`src/sv/ttf_pkg.sv`:
```
package ttf_pkg;

  localparam int POS_W   = 32;
  localparam int TEX_W   = 20;
  localparam int EDGE_W  = 33;
  localparam int DELTA_W = 21;
  localparam int MUL_W   = 33;
  localparam int PROD_W  = 66;
  localparam int PAIR_W  = 64;
  localparam int CM_W    = 63;
  localparam int DIVX_W  = 80;
  localparam int DIVD_W  = 43;
  localparam int QUO_W   = 32;
  localparam int STAT_W  = 3;

  localparam int QUEUE_DEPTH_DEF = 2;

  localparam logic [QUO_W-1:0] ONE_Q30 = 32'h4000_0000;

  localparam logic [STAT_W-1:0] STAT_OK         = 3'd0;
  localparam logic [STAT_W-1:0] STAT_ZERO_DET   = 3'd1;
  localparam logic [STAT_W-1:0] STAT_ZERO_AREA  = 3'd2;
  localparam logic [STAT_W-1:0] STAT_INCOMPLETE = 3'd4;

  typedef struct packed {
    logic                        incomplete;
    logic [2:0][EDGE_W-1:0]      e1;
    logic [2:0][EDGE_W-1:0]      e2;
    logic [DELTA_W-1:0]          du1;
    logic [DELTA_W-1:0]          dv1;
    logic [DELTA_W-1:0]          du2;
    logic [DELTA_W-1:0]          dv2;
  } job_t;

endpackage

```
`src/sv/ttf_fifo.sv`:
```
module ttf_fifo #(
  parameter int DEPTH = ttf_pkg::QUEUE_DEPTH_DEF
) (
  input  logic          clk,
  input  logic          rst_n,
  input  logic          push,
  input  ttf_pkg::job_t din,
  output logic          full,
  input  logic          pop,
  output ttf_pkg::job_t dout,
  output logic          empty
);

  localparam int PW = (DEPTH > 1) ? $clog2(DEPTH) : 1;
  localparam int CW = $clog2(DEPTH + 1);

  ttf_pkg::job_t  mem_r [DEPTH];
  logic [PW-1:0]  wr_r, wr_nxt, rd_r, rd_nxt;
  logic [CW-1:0]  cnt_r, cnt_nxt;

  assign full  = (cnt_r == CW'(DEPTH));
  assign empty = (cnt_r == '0);
  assign dout  = mem_r[rd_r];

  always_comb begin
    wr_nxt  = wr_r;
    rd_nxt  = rd_r;
    cnt_nxt = cnt_r;
    if (push) begin
      wr_nxt = (wr_r == PW'(DEPTH - 1)) ? '0 : wr_r + PW'(1);
    end
    if (pop) begin
      rd_nxt = (rd_r == PW'(DEPTH - 1)) ? '0 : rd_r + PW'(1);
    end
    if (push && !pop) begin
      cnt_nxt = cnt_r + CW'(1);
    end else if (pop && !push) begin
      cnt_nxt = cnt_r - CW'(1);
    end
  end

  always_ff @(posedge clk) begin
    if (!rst_n) begin
      wr_r  <= '0;
      rd_r  <= '0;
      cnt_r <= '0;
    end else begin
      wr_r  <= wr_nxt;
      rd_r  <= rd_nxt;
      cnt_r <= cnt_nxt;
    end
  end

  always_ff @(posedge clk) begin
    if (push) begin
      mem_r[wr_r] <= din;
    end
  end

endmodule

```
`config.mk`:
```
export PLATFORM = sky130hd
export DESIGN_NAME = ttf_fifo
export DESIGN_NICKNAME = d
export VERILOG_FILES = /design/src/sv/ttf_pkg.sv /design/src/sv/ttf_fifo.sv
export SDC_FILE = /design/constraint.sdc
export NUM_CORES = 1
export LEC_CHECK = 0
export BUFFER_PORTS_ARGS = -buffer_cell sky130_fd_sc_hd__buf_2
export CAP_MARGIN = 10
export CORE_UTILIZATION = 34
export CTS_BUF_LIST = sky130_fd_sc_hd__clkbuf_4 sky130_fd_sc_hd__clkbuf_8
export CTS_CLUSTER_SIZE = 10
export DETAILED_ROUTE_END_ITERATION = 7
export GPL_TIMING_DRIVEN = 1
export SETUP_SLACK_MARGIN = 0.05
export SKIP_CTS_REPAIR_TIMING = 1
export SLEW_MARGIN = 20
export SYNTH_ARGS = -nofsm -noshare
export SYNTH_HDL_FRONTEND = slang
export SYNTH_SLANG_ARGS = --single-unit
```
`constraint.sdc`:
```
create_clock -name clk -period 17.26 [get_ports clk]
set_input_delay 1.726 -clock clk [delete_from_list [all_inputs] [get_ports clk]]
set_output_delay 1.726 -clock clk [all_outputs]
set_load 0.01 [all_outputs]
```
==> impl_metrics.toml <==
[outcome]
status = "completed"

[final_layout]
multi_input_area_um2 = 3310
final-seq-area_um2 = 17100
area_delta_synth_final_pct = 26.5
layout-drive-gt1-share_pct = 62.9
num-fill-cells = 5381
finalNetCount = 1835

[clocking]
path_clk_slew_ps = 50
cts.sinks = 571
htree_levels = 3
cts_tree = "yes"
clockRootBuffer = "clkbuf_8"
cts_buffers = 93
clockBufferDepth = 3
clock_latency_ps = 680

[logic_synthesis]
synth_warnings = 0
syn-num-nets = 1190
synth_area_leaders = "edfxtp_1 (82%), mux2_2 (15%), buf_6 (1.6%), dfxtp_1 (0.48%), and2_1 (0.12%)"
synthDistinctLibCells = 16
synth_edf_count = 566
syn_avg_cell_area_um2 = 23.0
async_reset_ff_share_pct = 0
ys_ff_latch = 571
yosysTopAreaCellShare_pct = 81.9
ys_seq_area_share_pct = 82.4
synthesis.area_um2 = 20700
synth.largest_area_cell = "edfxtp_1"
syn_inst = 902
yosys_most_used_dff = "edfxtp_1"

[global_routing]
overflow = 0
gr-usage-all-layers_pct = 14.4
grt_util_met3_pct = 6.20
grt-busiest-layer = "met2"
grt_pass1_vias = 11498
met1_usage_pct = 15.7
grtUsageMet2_pct = 24.5
grt_antenna_before_repair = 6
grt_pass1_wl_mm = 67.5
grt_max_degree = 77

[worst_hold_path]
min_to = "cnt_r[1]"
worstHoldPathCells = 2
hold_class = "flip-flop to flip-flop"
min_from = "cnt_r[1]"

[detailed_routing]
drtIter0Drc = 462
wl_mm = 46.1
vias = 10764
drc_errors = 0
wl_per_cell_um = 19.1
ant_nets = 0
firstDrtPassIters = 6
vias_per_cell = 4.47

[sta]
maxSlewViolCount = 0
period_share_pct = 33.8
slew_headroom_pct = 27.5
fin_ws_ps = 11430
finalCriticalPeriod_ps = 5830
rsz0062_at_grt = "no"
tns_ps = 0
worstMarginPinSlew_ps = 1090
setup_viol = 0
max_freq_mhz = 171
finClkSkew_ps = 41.8
hold_viol_final = 0

[power]
vdd_drop_max_mv = 0.0887
power.density_nw_per_um2 = 119
p_leak_nw = 9.78

[setup_path]
endpoint_kind = "output pin"
worstSetupStartpointType = "flip-flop"
path_cells = "buf_4 -> buf_4 -> mux2_2 -> buf_2"
worstPathArrival_ps = 4110
slowest_delay_ps = 1000
critPathRequiredTime_ps = 15530
slowest_stage = "dfxtp_4"
ff2ff_setup_slack_ps = 13720
crit_top_cell = "buf_4"
r2r.worst_path.cells = 3
rr_endpoint = "mem_r[1][13]"
r2r-start = "wr_r"
crit_family = "buffers and inverters"
critPathKind = "flip-flop to output pin"
crit_buf_inv = 3
critical_path.max_fanout = 75

[floorplanning]
num_io_pins = 572
dieWidth_um = 249
design.core.area_um2 = 60400
start_util_pct = 34.4
dieArea_um2 = 62000
die_h_um = 249
core.rowCount = 90

[job]
drv_cap = 0

[placed_design]
io_buffers = 571
post-place-ws_ps = 12040
gp_congestion = 0.800
hpwl_mm = 30.4
## stage by stage
| step | util (%) | instance area, um2 | hold WS [ps] | power (mW) | std cells |
|---|---|---|---|---|---|
| floorplan | - | 20700 | 473 | 1.85 | 902 |
| global placement | 40.3 | 24300 | 487 | 1.96 | 2234 |
| detailed placement | 40.3 | 24300 | 519 | 1.97 | 2234 |
| CTS | 43.5 | 26200 | 527 | 3.16 | 2405 |
| global route | 43.5 | 26200 | 564 | 3.23 | 2407 |
| finish | 43.5 | 26200 | 537 | 3.11 | 2408 |
## where the power goes
group          internal (mW)  switching [mW]
logic                  0.140           0.162
clock network          0.660           0.522
registers               1.61          0.0229
## routing by layer
layer	vias up	wire, um
met2	441	23200
met1	5276	17300
met4	8	1280
met3	105	4240
li1	4934	-
met5	-	52
## worst max-delay path by stage
| stage | from | endpoint | slack [ps] | cells past startpoint |
|---|---|---|---|---|
| 6_report | flip-flop | dout[18] | 11430 | 4 |
| 5_1_grt | flip-flop | dout[18] | 11090 | 4 |
| 4_1_cts | flip-flop | dout[3] | 11260 | 4 |
| 3_5_place_dp | flip-flop | dout[18] | 12040 | 4 |
| 3_3_place_gp | flip-flop | dout[98] | 12130 | 4 |
| 2_1_floorplan | push | wr_r | 2300 | 2 |
## sequential cells by signal, indices dropped and copies added, names as in the netlist, named ones only
signal  flops
cnt_r       2
wr_r        1
rd_r        1
mem_r     566
## layout by cell type (no fill, tap or decap), types with 2 or more instances in the layout
cell type | netlist | routed
clkbuf_4 | 0 | 34
edfxtp_1 | 566 | 566
clkbuf_8 | 0 | 101
dfxtp_1 | 5 | 4
clkinv_1 | 0 | 17
and2_1 | 4 | 3
bufinv_16 | 0 | 3
mux2_2 | 283 | 283
clkinvlp_4 | 0 | 2
inv_8 | 0 | 2
buf_2 | 1 | 571
nor2b_1 | 3 | 2
xor2_1 | 2 | 2
clkinv_2 | 0 | 10
diode_2 | 0 | 3
buf_4 | 0 | 10
## logic make-up after synthesis
group / Yosys count / synth area share (%)
and+or+nand+nor: 9 / 0.259
AOI/OAI and AO/OA: 3 / 0.0965
muxes: 283 / 15.4
adders and majority gates: 1 / 0.0603
xor gates and xnor gates: 3 / 0.127
buffers and inverters: 32 / 1.67
DFF: 571 / 82.4
## tightest hold or removal path: stages, from the launching register on
cell and delay, ps:
dfxtp_1 330, o21ai_0 70, a21boi_0 80
## area by class of cell
type                    count  area share (%)
clock inverters            36            1.02
flip-flops and latches    571            65.2
diodes                      3          0.0286
well taps                 782            3.73
inverters                   1          0.0143
multi-input cells         299            12.6
clock buffers             135            6.27
repair buffers            581            11.2
## cell usage after synthesis (all sizes together), types with 2 or more instances
cell,count
mux2,283
xor2,2
nor2b,3
and2,4
dfxtp,5
buf,31
edfxtp,566
Note: power is estimated with default switching activity, not from simulation.
